==> src/hdl/prm_pkg.sv <==
// Shared constants and controller/datapath interface types for the packet rate meter.
// No dependencies; every other file of the block imports this package.
`default_nettype none

package prm_pkg;

    // Ring length per stream and number of independent meters.
    localparam int WINDOW  = 10;
    localparam int STREAMS = 2;

    // Field widths of the request and result.
    localparam int SID_W   = 1;
    localparam int LEN_W   = 16;
    localparam int TIME_W  = 32;
    localparam int INST_W  = 29;
    localparam int AVG_W   = 33;
    localparam int TOTAL_W = 64;

    // Bits per second from bytes per millisecond.
    localparam int SCALE   = 8000;
    localparam int SCALE_W = 13;

    // Internal widths derived from the window and stream count.
    localparam int SLOT_W     = (WINDOW > 1) ? $clog2(WINDOW) : 1;
    localparam int FILL_W     = $clog2(WINDOW + 1);
    localparam int SUM_W      = SLOT_W + LEN_W;
    localparam int DVD_W      = SUM_W + SCALE_W;
    localparam int CNT_W      = $clog2(DVD_W);
    localparam int RING_DEPTH = STREAMS * WINDOW;
    localparam int ADDR_W     = (RING_DEPTH > 1) ? $clog2(RING_DEPTH) : 1;
    localparam int RING_W     = LEN_W + TIME_W;

    // Commands from the controller to the datapath.
    typedef struct packed {
        logic load;       // capture an accepted request
        logic rd_old;     // read the ring entry about to be overwritten
        logic update;     // update stream state and write the ring
        logic start_inst; // start the instantaneous division, read the oldest time
        logic save_inst;  // store the instantaneous quotient
        logic start_avg;  // start the average division
        logic save_avg;   // store the average quotient
        logic push;       // load the output register
    } t_prm_cmd;

    // Status from the datapath to the controller.
    typedef struct packed {
        logic drop;       // captured request gives no result
        logic div_done;   // divider finished this cycle
        logic out_free;   // output register can take a new result
    } t_prm_sts;

endpackage

`default_nettype wire

==> src/hdl/packet_rate_meter_unit.sv <==
// Packet rate meter: each request passes through the controller states CHECK, OLD,
// INST, INST_W, AVG, AVG_W and OUT, with two passes of the shared
// one-bit-per-cycle divider. One request is in work at a time, so a new request is
// only taken after the last result has been loaded into the output register;
// zero-length requests are dropped in CHECK and give no result.
// Reset clears the controller, the output valid flag and all per-stream counters. The
// sample ring is not cleared; an entry's contents are only used after it has been written.
`default_nettype none

module packet_rate_meter_unit import prm_pkg::*; (
    input  wire logic               i_clk,
    input  wire logic               i_rst_n,
    input  wire logic               i_valid,
    output logic                    o_ready,
    input  wire logic [SID_W-1:0]   i_stream_id,
    input  wire logic [LEN_W-1:0]   i_packet_bytes,
    input  wire logic [TIME_W-1:0]  i_now_ms,
    output logic                    o_valid,
    input  wire logic               i_ready,
    output logic [SID_W-1:0]        o_stream_out,
    output logic [INST_W-1:0]       o_instant_bps,
    output logic [AVG_W-1:0]        o_average_bps,
    output logic [LEN_W-1:0]        o_length_echo,
    output logic [TOTAL_W-1:0]      o_total_bytes
);

    t_prm_cmd w_cmd;
    t_prm_sts w_sts;

    // Sequencer.
    prm_ctrl u_ctrl (
        .i_clk   (i_clk),
        .i_rst_n (i_rst_n),
        .i_valid (i_valid),
        .o_ready (o_ready),
        .i_sts   (w_sts),
        .o_cmd   (w_cmd)
    );

    // State, ring, divider and output register.
    prm_datapath u_dp (
        .i_clk          (i_clk),
        .i_rst_n        (i_rst_n),
        .i_cmd          (w_cmd),
        .o_sts          (w_sts),
        .i_stream_id    (i_stream_id),
        .i_packet_bytes (i_packet_bytes),
        .i_now_ms       (i_now_ms),
        .o_valid        (o_valid),
        .i_ready        (i_ready),
        .o_stream_out   (o_stream_out),
        .o_instant_bps  (o_instant_bps),
        .o_average_bps  (o_average_bps),
        .o_length_echo  (o_length_echo),
        .o_total_bytes  (o_total_bytes)
    );

endmodule

`default_nettype wire

==> src/hdl/prm_divider.sv <==
// Iterative restoring divider, one quotient bit per cycle.
// Depends on prm_pkg for the dividend and divisor widths.
`default_nettype none

module prm_divider import prm_pkg::*; (
    input  wire logic              i_clk,
    input  wire logic              i_rst_n,
    input  wire logic              i_start,
    input  wire logic [DVD_W-1:0]  i_dividend,
    input  wire logic [TIME_W-1:0] i_divisor,
    output logic                   o_done,
    output logic [DVD_W-1:0]       o_quotient
);

    logic              r_busy;
    logic              r_done;
    logic [CNT_W-1:0]  r_cnt;
    logic [TIME_W-1:0] r_rem;
    logic [DVD_W-1:0]  r_quo;
    logic [TIME_W-1:0] r_dvs;

    logic [TIME_W:0]   w_shift;
    logic [TIME_W+1:0] w_diff;
    logic              w_ge;

    // Trial subtraction of one quotient bit.
    always_comb begin
        w_shift = {r_rem, r_quo[DVD_W-1]};
        w_diff  = {1'b0, w_shift} - {2'b00, r_dvs};
        w_ge    = !w_diff[TIME_W+1];
    end

    // Control of the iteration count.
    always_ff @(posedge i_clk) begin
        if (!i_rst_n) begin
            r_busy <= 1'b0;
            r_done <= 1'b0;
            r_cnt  <= '0;
        end else begin
            r_done <= 1'b0;
            if (i_start) begin
                r_busy <= 1'b1;
                r_cnt  <= '0;
            end else if (r_busy) begin
                if (r_cnt == CNT_W'(DVD_W - 1)) begin
                    r_busy <= 1'b0;
                    r_done <= 1'b1;
                end
                r_cnt <= r_cnt + 1'b1;
            end
        end
    end

    // Remainder and quotient shift registers.
    always_ff @(posedge i_clk) begin
        if (i_start) begin
            r_rem <= '0;
            r_quo <= i_dividend;
            r_dvs <= i_divisor;
        end else if (r_busy) begin
            r_rem <= w_ge ? w_diff[TIME_W-1:0] : w_shift[TIME_W-1:0];
            r_quo <= {r_quo[DVD_W-2:0], w_ge};
        end
    end

    assign o_done     = r_done;
    assign o_quotient = r_quo;

endmodule

`default_nettype wire

==> src/hdl/prm_datapath.sv <==
// Datapath of the packet rate meter: per-stream state, sample ring, divider and output register.
// Depends on prm_pkg and prm_divider; driven by prm_ctrl through t_prm_cmd.
`default_nettype none

module prm_datapath import prm_pkg::*; (
    input  wire logic               i_clk,
    input  wire logic               i_rst_n,
    input  wire t_prm_cmd           i_cmd,
    output t_prm_sts                o_sts,
    input  wire logic [SID_W-1:0]   i_stream_id,
    input  wire logic [LEN_W-1:0]   i_packet_bytes,
    input  wire logic [TIME_W-1:0]  i_now_ms,
    output logic                    o_valid,
    input  wire logic               i_ready,
    output logic [SID_W-1:0]        o_stream_out,
    output logic [INST_W-1:0]       o_instant_bps,
    output logic [AVG_W-1:0]        o_average_bps,
    output logic [LEN_W-1:0]        o_length_echo,
    output logic [TOTAL_W-1:0]      o_total_bytes
);

    localparam int EXT_W = (DVD_W > AVG_W) ? DVD_W : AVG_W;
    localparam logic [EXT_W-1:0] AVG_MAX = EXT_W'({AVG_W{1'b1}});

    // Captured request.
    logic [SID_W-1:0]  r_sid;
    logic [LEN_W-1:0]  r_len;
    logic [TIME_W-1:0] r_now;

    // Per-stream state.
    logic [SLOT_W-1:0]  r_wslot [STREAMS];
    logic [FILL_W-1:0]  r_fill  [STREAMS];
    logic [TOTAL_W-1:0] r_total [STREAMS];
    logic [TIME_W-1:0]  r_prev  [STREAMS];
    logic [SUM_W-1:0]   r_wsum  [STREAMS];

    // Sample ring, {length, timestamp} per entry.
    logic [RING_W-1:0] r_ring [RING_DEPTH];
    logic [RING_W-1:0] r_rdata;

    // Intermediate results of one request.
    logic [FILL_W-1:0]  r_fill_new;
    logic [SUM_W-1:0]   r_sum_new;
    logic [ADDR_W-1:0]  r_oldest;
    logic [TIME_W-1:0]  r_elapsed;
    logic               r_inst_zero;
    logic               r_avg_zero;
    logic [TOTAL_W-1:0] r_total_new;
    logic [DVD_W-1:0]   r_inst_dvd;
    logic [DVD_W-1:0]   r_avg_dvd;
    logic [INST_W-1:0]  r_inst;
    logic [AVG_W-1:0]   r_avg;

    // Output register.
    logic               r_out_valid;
    logic [SID_W-1:0]   r_out_sid;
    logic [INST_W-1:0]  r_out_inst;
    logic [AVG_W-1:0]   r_out_avg;
    logic [LEN_W-1:0]   r_out_len;
    logic [TOTAL_W-1:0] r_out_total;

    logic               w_full;
    logic [LEN_W-1:0]   w_old_len;
    logic [SUM_W-1:0]   w_sum_next;
    logic [SLOT_W-1:0]  w_slot_next;
    logic [FILL_W-1:0]  w_fill_next;
    logic [TIME_W-1:0]  w_elapsed;
    logic [ADDR_W-1:0]  w_base;
    logic [ADDR_W-1:0]  w_wr_addr;
    logic [ADDR_W-1:0]  w_oldest;
    logic [ADDR_W-1:0]  w_rd_addr;
    logic [INST_W-1:0]  w_len_prod;
    logic [TIME_W-1:0]  w_span;
    logic               w_div_start;
    logic [DVD_W-1:0]   w_div_dvd;
    logic [TIME_W-1:0]  w_div_dvs;
    logic               w_div_done;
    logic [DVD_W-1:0]   w_div_quo;
    logic [EXT_W-1:0]   w_quo_ext;

    // Next stream state for the captured request.
    always_comb begin
        w_full      = (r_fill[r_sid] == FILL_W'(WINDOW));
        w_old_len   = r_rdata[RING_W-1 -: LEN_W];
        w_sum_next  = w_full ? r_wsum[r_sid] - SUM_W'(w_old_len) + SUM_W'(r_len)
                             : r_wsum[r_sid] + SUM_W'(r_len);
        w_slot_next = (r_wslot[r_sid] == SLOT_W'(WINDOW - 1)) ? '0 : r_wslot[r_sid] + 1'b1;
        w_fill_next = w_full ? r_fill[r_sid] : r_fill[r_sid] + 1'b1;
        w_elapsed   = r_now - r_prev[r_sid];
        w_base      = ADDR_W'(r_sid) * ADDR_W'(WINDOW);
        w_wr_addr   = w_base + ADDR_W'(r_wslot[r_sid]);
        w_oldest    = (w_fill_next == FILL_W'(WINDOW)) ? w_base + ADDR_W'(w_slot_next) : w_base;
        w_rd_addr   = i_cmd.rd_old ? w_wr_addr : r_oldest;
        w_len_prod  = INST_W'(r_len) * INST_W'(SCALE);
        w_span      = r_now - r_rdata[TIME_W-1:0];
    end

    // Divider operand selection.
    always_comb begin
        w_div_start = i_cmd.start_inst || i_cmd.start_avg;
        w_div_dvd   = i_cmd.start_inst ? r_inst_dvd : r_avg_dvd;
        w_div_dvs   = i_cmd.start_inst ? r_elapsed : w_span;
        w_quo_ext   = EXT_W'(w_div_quo);
    end

    prm_divider u_div (
        .i_clk      (i_clk),
        .i_rst_n    (i_rst_n),
        .i_start    (w_div_start),
        .i_dividend (w_div_dvd),
        .i_divisor  (w_div_dvs),
        .o_done     (w_div_done),
        .o_quotient (w_div_quo)
    );

    // Sample ring: one write and one read port, registered read data.
    always_ff @(posedge i_clk) begin
        if (i_cmd.update) begin
            r_ring[w_wr_addr] <= {r_len, r_now};
        end
        if (i_cmd.rd_old || i_cmd.start_inst) begin
            r_rdata <= r_ring[w_rd_addr];
        end
    end

    // Per-stream state, cleared by reset.
    always_ff @(posedge i_clk) begin
        if (!i_rst_n) begin
            for (int s = 0; s < STREAMS; s++) begin
                r_wslot[s] <= '0;
                r_fill[s]  <= '0;
                r_total[s] <= '0;
                r_prev[s]  <= '0;
                r_wsum[s]  <= '0;
            end
        end else if (i_cmd.update) begin
            r_wslot[r_sid] <= w_slot_next;
            r_fill[r_sid]  <= w_fill_next;
            r_total[r_sid] <= r_total[r_sid] + TOTAL_W'(r_len);
            r_prev[r_sid]  <= r_now;
            r_wsum[r_sid]  <= w_sum_next;
        end
    end

    // Request capture and intermediate results.
    always_ff @(posedge i_clk) begin
        if (i_cmd.load) begin
            r_sid <= i_stream_id;
            r_len <= i_packet_bytes;
            r_now <= i_now_ms;
        end
        if (i_cmd.update) begin
            r_fill_new  <= w_fill_next;
            r_sum_new   <= w_sum_next;
            r_oldest    <= w_oldest;
            r_elapsed   <= w_elapsed;
            r_inst_zero <= (r_prev[r_sid] == '0) || (w_elapsed == '0);
            r_total_new <= r_total[r_sid] + TOTAL_W'(r_len);
            r_inst_dvd  <= DVD_W'(w_len_prod);
        end
        if (i_cmd.start_inst) begin
            r_avg_dvd <= DVD_W'(r_sum_new) * DVD_W'(SCALE);
        end
        if (i_cmd.start_avg) begin
            r_avg_zero <= (w_span == '0);
        end
        if (i_cmd.save_inst) begin
            r_inst <= r_inst_zero ? '0 : w_div_quo[INST_W-1:0];
        end
        // A single sample reports the instantaneous rate; large averages saturate.
        if (i_cmd.save_avg) begin
            if (r_fill_new == FILL_W'(1)) begin
                r_avg <= AVG_W'(r_inst);
            end else if (r_avg_zero) begin
                r_avg <= '0;
            end else if (w_quo_ext > AVG_MAX) begin
                r_avg <= '1;
            end else begin
                r_avg <= w_quo_ext[AVG_W-1:0];
            end
        end
    end

    // Output register holds the result until it is taken.
    always_ff @(posedge i_clk) begin
        if (!i_rst_n) begin
            r_out_valid <= 1'b0;
        end else if (i_cmd.push) begin
            r_out_valid <= 1'b1;
        end else if (i_ready) begin
            r_out_valid <= 1'b0;
        end
    end

    always_ff @(posedge i_clk) begin
        if (i_cmd.push) begin
            r_out_sid   <= r_sid;
            r_out_inst  <= r_inst;
            r_out_avg   <= r_avg;
            r_out_len   <= r_len;
            r_out_total <= r_total_new;
        end
    end

    // Status back to the controller.
    always_comb begin
        o_sts.drop     = (r_len == '0) || (32'(r_sid) >= 32'(STREAMS));
        o_sts.div_done = w_div_done;
        o_sts.out_free = !r_out_valid || i_ready;
    end

    assign o_valid       = r_out_valid;
    assign o_stream_out  = r_out_sid;
    assign o_instant_bps = r_out_inst;
    assign o_average_bps = r_out_avg;
    assign o_length_echo = r_out_len;
    assign o_total_bytes = r_out_total;

endmodule

`default_nettype wire

==> src/hdl/prm_ctrl.sv <==
// Controller state machine of the packet rate meter.
// Depends on prm_pkg; sequences prm_datapath through t_prm_cmd and t_prm_sts.
`default_nettype none

module prm_ctrl import prm_pkg::*; (
    input  wire logic     i_clk,
    input  wire logic     i_rst_n,
    input  wire logic     i_valid,
    output logic          o_ready,
    input  wire t_prm_sts i_sts,
    output t_prm_cmd      o_cmd
);

    typedef enum logic [2:0] {
        S_IDLE,
        S_CHECK,
        S_OLD,
        S_INST,
        S_INST_W,
        S_AVG,
        S_AVG_W,
        S_OUT
    } t_state;

    t_state r_state;
    logic   r_ready;

    // Commands follow combinationally from the state, the request valid and the datapath status.
    always_comb begin
        o_cmd            = '0;
        o_cmd.load       = i_valid && r_ready;
        o_cmd.rd_old     = (r_state == S_CHECK) && !i_sts.drop;
        o_cmd.update     = (r_state == S_OLD);
        o_cmd.start_inst = (r_state == S_INST);
        o_cmd.save_inst  = (r_state == S_INST_W) && i_sts.div_done;
        o_cmd.start_avg  = (r_state == S_AVG);
        o_cmd.save_avg   = (r_state == S_AVG_W) && i_sts.div_done;
        o_cmd.push       = (r_state == S_OUT) && i_sts.out_free;
    end

    // State register and registered ready.
    always_ff @(posedge i_clk) begin
        if (!i_rst_n) begin
            r_state <= S_IDLE;
            r_ready <= 1'b1;
        end else begin
            unique case (r_state)
                S_IDLE: begin
                    if (i_valid && r_ready) begin
                        r_state <= S_CHECK;
                        r_ready <= 1'b0;
                    end
                end
                S_CHECK: begin
                    if (i_sts.drop) begin
                        r_state <= S_IDLE;
                        r_ready <= 1'b1;
                    end else begin
                        r_state <= S_OLD;
                    end
                end
                S_OLD: begin
                    r_state <= S_INST;
                end
                S_INST: begin
                    r_state <= S_INST_W;
                end
                S_INST_W: begin
                    if (i_sts.div_done) begin
                        r_state <= S_AVG;
                    end
                end
                S_AVG: begin
                    r_state <= S_AVG_W;
                end
                S_AVG_W: begin
                    if (i_sts.div_done) begin
                        r_state <= S_OUT;
                    end
                end
                S_OUT: begin
                    if (i_sts.out_free) begin
                        r_state <= S_IDLE;
                        r_ready <= 1'b1;
                    end
                end
                default: begin
                    r_state <= S_IDLE;
                    r_ready <= 1'b1;
                end
            endcase
        end
    end

    assign o_ready = r_ready;

endmodule

`default_nettype wire

==> config.mk <==
export PLATFORM = sky130hd
export DESIGN_NAME = packet_rate_meter_unit
export DESIGN_NICKNAME = d
export VERILOG_FILES = /design/src/hdl/prm_pkg.sv /design/src/hdl/packet_rate_meter_unit.sv /design/src/hdl/prm_divider.sv /design/src/hdl/prm_datapath.sv /design/src/hdl/prm_ctrl.sv
export SDC_FILE = /design/constraint.sdc
export NUM_CORES = 2
export LEC_CHECK = 0
export ABC_CLOCK_PERIOD_IN_PS = 23400
export BUFFER_PORTS_ARGS = -buffer_cell sky130_fd_sc_hd__buf_2
export CAP_MARGIN = 20
export CELL_PAD_IN_SITES_DETAIL_PLACEMENT = 0
export CELL_PAD_IN_SITES_GLOBAL_PLACEMENT = 2
export CORE_MARGIN = 2
export CORE_UTILIZATION = 48
export CTS_CLUSTER_DIAMETER = 30
export DETAILED_ROUTE_END_ITERATION = 8
export PLACE_DENSITY = 0.82
export SYNTH_ARGS = -nofsm -noshare
export SYNTH_HDL_FRONTEND = slang
export SYNTH_SLANG_ARGS = --single-unit
export TNS_END_PERCENT = 50
==> constraint.sdc <==
create_clock -name i_clk -period 23.4 [get_ports i_clk]
set_input_delay 4.68 -clock i_clk [delete_from_list [all_inputs] [get_ports i_clk]]
set_output_delay 4.68 -clock i_clk [all_outputs]
set_load 0.03 [all_outputs]
# Word-level counts from Yosys, hierarchy flattened

Memory sizes are Yosys's and may differ from the RTL's. A register that Yosys moved wholly into a read port is not among the register bits.
Cells that the tools add are included.
W data, S select, Z words.

Multipliers: 3
Divide/modulo/power cells: 0
Shifts and indexed selects: 0
Eq/ne operators: 17
Muxes and demuxes: 54
Reductions and logical operators: 30
Bitwise logic cells: 2
Add/subtract/negate cells: 12
Magnitude comparators: 1

Operators with widths:

| operator                | count |
|---|---|
| $mux W33                | 4 |
| $logic_not A32 Y1       | 3 |
| $mux W32                | 3 |
| $add A64 B16 Y64        | 1 |
| $mux W64                | 1 |
| $reduce_or A64 Y1       | 1 |
| $sub A32 B32 Y32        | 2 |
| $mux W29                | 2 |
| $add A20 B16 Y20        | 2 |
| $mux W20                | 2 |
| $sub A33 B32 Y34        | 1 |
| $gt A33 B33 Y1 const B  | 1 |
| $reduce_or A32 Y1       | 1 |
| $mux W1                 | 29 |
| $mul A20 B7 Y27 const B | 1 |
| $pmux W3 S8             | 1 |
| $mul A16 B7 Y23 const B | 1 |
| $reduce_or A20 Y1       | 1 |
| $sub A20 B16 Y20        | 1 |
| $logic_not A16 Y1       | 1 |
| $mux W4                 | 4 |
| $eq A3 B3 Y1 const B    | 4 |
| $eq A4 B4 Y1 const B    | 3 |
| $mux W3                 | 4 |
| 23 further kinds        | 45 |

Bits in latches: 0
ROM bits: 0
Memories: 6
Output and inout port bits: 145
RAM bits: 1,208
Flip-flop bits (word level): 541
Input port bits: 53

Memories:

| memory       | depth | width | read ports | clocked after Yosys merged registers in | write ports | line               | source |
|---|---|---|---|---|---|---|---|
| u_dp.r_ring  | 20    | 48    | 1          | 1                                       | 1           | prm_datapath.sv:38 | `logic [RING_W-1:0] r_ring [RING_DEPTH];` |
| u_dp.r_total | 2     | 64    | 1          | 1                                       | 2           | prm_datapath.sv:33 | `logic [TOTAL_W-1:0] r_total [STREAMS];` |
| u_dp.r_prev  | 2     | 32    | 1          | 1                                       | 2           | prm_datapath.sv:34 | `logic [TIME_W-1:0] r_prev [STREAMS];` |
| u_dp.r_wsum  | 2     | 20    | 1          | 1                                       | 2           | prm_datapath.sv:35 | `logic [SUM_W-1:0] r_wsum [STREAMS];` |
| u_dp.r_fill  | 2     | 4     | 1          | 1                                       | 2           | prm_datapath.sv:32 | `logic [FILL_W-1:0] r_fill [STREAMS];` |
| u_dp.r_wslot | 2     | 4     | 1          | 1                                       | 2           | prm_datapath.sv:31 | `logic [SLOT_W-1:0] r_wslot [STREAMS];` |

# Longest topological paths before layout

Depth in word-level cells: 6
Gate-level depth with buffers: 27
Gate-level depth less buffers: 20

# By module

Synthesis repeated with hierarchy kept, for this count alone.

Cell total of the unflattened synthesis: 6,739
Area, all modules: 84,058.1 sq um

By module, submodules not included:

| module       | cells each | area each (sq um) | times used |
|---|---|---|---|
| prm_datapath | 6,118      | 77,887.2          | 1 |
| prm_divider  | 587        | 5,900.7           | 1 |
| prm_ctrl     | 34         | 270.3             | 1 |

# Least setup slack after synthesis

OpenSTA, ideal clock, no wires.

Path type: register to register
From: register u_ctrl.r_state[1]
To: memory u_dp.r_fill[1][0] (netlist name) (enable)
Stages on the path, launching flop included: 8
Arrival: 15,156 ps
Setup time: 487 ps
Clock period less this slack: 15,644 ps
Slack: 7,756 ps
Buffers on the path: 3
Cells stage by stage: dfxtp_1 clkbuf_1 inv_1 nor3_1 nand3_1 clkbuf_1 clkbuf_1 nand2_1

RTL lines:

| item                   | line               | source |
|---|---|---|
| start, declared        | prm_ctrl.sv:25     | `t_state r_state;` |
| start signal, assigned | prm_ctrl.sv:44     | `r_state <= S_IDLE;` |
| start signal, assigned | prm_ctrl.sv:50     | `r_state <= S_CHECK;` |
| start signal, assigned | prm_ctrl.sv:56     | `r_state <= S_IDLE;` |
| end, declared          | prm_datapath.sv:32 |  |

==> flow_summary.ini <==
[worst_setup_path]
crit_chain = buf_2 > nand3_4 > nand2_4 > buf_4 > buf_4
crit_required_ns = 23.96
worstPathArrival_ns = 7.25
cp_slowest_stage_delay_ns = 0.81
critPathLaunchType = input pin
crit_path_frequent_cell = buf_4
crit_path_max_fanout = 64
criticalPathCategory = in2reg
cpMaxStageDelayCell = buf_4
worstSetupEndpointType = flop

[timing]
min_period_over_period_pct = 28.56
finalCriticalPeriod_ns = 6.684
max_slew_margin_pct = 25.98
max_freq_mhz = 149.6
setup_viol = 0
fin_skew_ns = 0.1078
fin_setup_tns_ns = 0
tightest_slew_ns = 1.110
worst_slack_ns = 16.72
final-max-slew-violation-count = 0
grt_setup_unrepaired = no
hold_viol_final = 0

[synthesis]
avgSynthCellArea_um2 = 12.52
synthFlopType = edfxtp_1
synth_nets = 7180
async_reset_ff_share_pct = 0
synth-seq-area-share_pct = 63.80
syn_inst = 6702
syn_area_um2 = 83910
synth.distinct_cells = 79
ys_ff_latch = 1798
yosysWarningCount = 0
synth-edff-count = 1752

[clock_tree]
clkTransAtPathRegs_ns = 0.04
cts_tree = built
insertion_delay_ns = 0.97
cts_buffer_depth = 4
cts_max_level = 5
cts_buffers = 395
cts_setup_buffers = 0
clockRootBuffer = clkbuf_16
cts-resized-gates = 0
clkSinkCount = 1798
cts-hold-fix-buffers = 0

[pwr]
cellPowerDensity_nw_per_um2 = 142.6
p_leak_nw = 38.15
vdd_ir_drop_max_uv = 117.4

[grt]
grt.total_usage_pct = 23.55
grt_pass1_wl_um = 319800
grt_max_degree = 215
overflow = 0
grt_pass1_vias = 52810
antenna_found_initial = 14

[detailed_routing]
vias = 53430
routedWlPerCell_um = 21.73
drt_pass1_iterations = 6
detail-route-antenna-nets = 0
finalWirelength_um = 211300
drtIter0Drc = 4142
vias_per_cell = 5.494
drc = 0

[placed_design]
io_buffer_count = 197
place.gp.congestion = 0.8454
dp_hpwl_um = 124500
post-place-ws_ns = 15.72

[flow_run]
cap_violations = 0

[final_layout]
nFillCells = 13990
antennaDiodeCount = 0
syn2layout_area_growth_pct = 20.71
layout-drive-gt1-share_pct = 14.09
fin_nets = 7562

[floorplanning]
die_h_um = 422.1
die_w_um = 422.1
initial_core_util_pct = 48.27
die-area_um2 = 178200
row_count = 153
ios = 198
coreArea_um2 = 173800

[hold_path]
hp-class = reg2reg

[status]
status = completed
-- cell families (layout without fill, tap and decap cells) --
logic type      after synthesis  in the layout  share of synthesized area (%)
fa+ha+maj                   425            425                          7.635
buf+inv                     776           1474                          3.518
mux                         123            123                          1.505
flops                      1798           1798                          63.80
compound gates             1313           1313                          10.13
simple gates               2047           2047                          11.12
xor+xnor                    220            220                          2.296
-- registers in the layout, indices dropped and copies added, names as in the netlist, 33 cells and up, named ones only --
| signal | count |
|---|---|
| u_dp.u_div.o_quotient | 33 |
| u_dp.o_average_bps | 33 |
| u_dp.r_total | 128 |
| u_dp.r_prev | 64 |
| u_dp.o_total_bytes | 64 |
| u_dp.r_avg | 33 |
| u_dp.r_ring | 960 |
| u_dp.r_total_new | 64 |
| u_dp.r_wsum | 40 |
| u_dp.r_rdata | 48 |
-- synthesized netlist by cell type (65+ instances only) --
| cell type | instances | share of area [%] |
|---|---|---|
| nor2b_1 | 69 | 0.51 |
| a21oi_1 | 298 | 1.8 |
| a31oi_1 | 141 | 1.1 |
| xor2_1 | 84 | 0.88 |
| fa_1 | 145 | 3.5 |
| inv_1 | 451 | 2.0 |
| edfxtp_1 | 1752 | 63 |
| xnor2_1 | 136 | 1.4 |
| mux2i_1 | 98 | 1.2 |
| o21ai_0 | 284 | 1.7 |
| a21o_1 | 65 | 0.58 |
| nand2_1 | 966 | 4.3 |
| a311oi_1 | 98 | 1.0 |
| nand3_1 | 112 | 0.67 |
| a211oi_1 | 263 | 2.4 |
| clkbuf_1 | 276 | 1.2 |
| nor2_1 | 381 | 1.7 |
| and2_1 | 265 | 2.0 |
| ha_1 | 280 | 4.2 |
-- area by class of cell --
class                   count  area, um^2  area share (%)
multi-input cells        4128       27720           27.36
inverters                 453        1700           1.679
well taps                2325        2909           2.872
clock inverters           280        3398           3.355
clock buffers             433       10130           10.00
flip-flops and latches   1798       53540           52.86
repair buffers            308        1894           1.870
-- stage by stage --
| stage | utilization, % | power (mW) | cell area, um^2 | hold slack [ns] | std cells |
|---|---|---|---|---|---|
| 2_1_floorplan | - | 7.679 | 83910 | 0.4003 | 6702 |
| 3_3_place_gp | 50.48 | 8.894 | 87740 | 0.4014 | 9011 |
| 3_5_place_dp | 50.48 | 8.930 | 87740 | 0.4045 | 9011 |
| 4_1_cts | 58.26 | 14.55 | 101300 | 0.3667 | 9724 |
| 5_1_grt | 58.27 | 15.32 | 101300 | 0.3775 | 9725 |
| 6_report | 58.27 | 14.45 | 101300 | 0.3720 | 9725 |
-- layout by cell type, fill, tap and decap left out, types with 54 or more instances in the layout --
| cell type | n |
|---|---|
| edfxtp_1 | 1752 |
| a311oi_1 | 98 |
| fa_1 | 145 |
| o21ai_0 | 283 |
| a21o_1 | 65 |
| bufinv_16 | 65 |
| nor2b_1 | 69 |
| ha_1 | 280 |
| xnor2_1 | 136 |
| xor2_1 | 84 |
| buf_2 | 197 |
| clkinv_2 | 56 |
| a211oi_1 | 263 |
| nand3_1 | 111 |
| nand2_1 | 963 |
| buf_4 | 105 |
| nor3_1 | 54 |
| nor2_1 | 358 |
| and2_1 | 264 |
| a21oi_1 | 297 |
| mux2i_1 | 95 |
| inv_1 | 451 |
| clkbuf_16 | 399 |
| a31oi_1 | 141 |
-- final timing paths --
check                       start  slack, ns  cells after the start                endpoint
max                       i_rst_n      16.72                      5     u_dp.r_total[1][30]
min          u_dp.r_total_new[63]       0.37                      0  u_dp.o_total_bytes[63]
max reg2reg         u_dp.r_len[7]      16.89                     18         u_dp.r_rdata[7]
min reg2reg  u_dp.r_total_new[63]       0.37                      0  u_dp.o_total_bytes[63]
-- report_power, final --
group | switching [mW] | internal (mW)
Clock | 1.75 | 3.82
Sequential | 0.179 | 4.06
Combinational | 2.84 | 1.79
Total | 4.77 | 9.68
-- routing by layer --
metal | vias to the layer above | global-route usage, % | routed length [um]
li1 | 25190 | - | -
met1 | 26310 | 33.81 | 96010
met2 | 1596 | 36.73 | 96760
met3 | 336 | 4.320 | 13910
met4 | 0 | 6.863 | 4607
met5 | - | 0 | 0
-- critical path, delay by kind of cell --
kind,cells,cell delay (ns)
buffers and inverters,3,1.93
and+or+nand+nor,2,0.44
No activity file was read; power rests on OpenSTA's default activity.
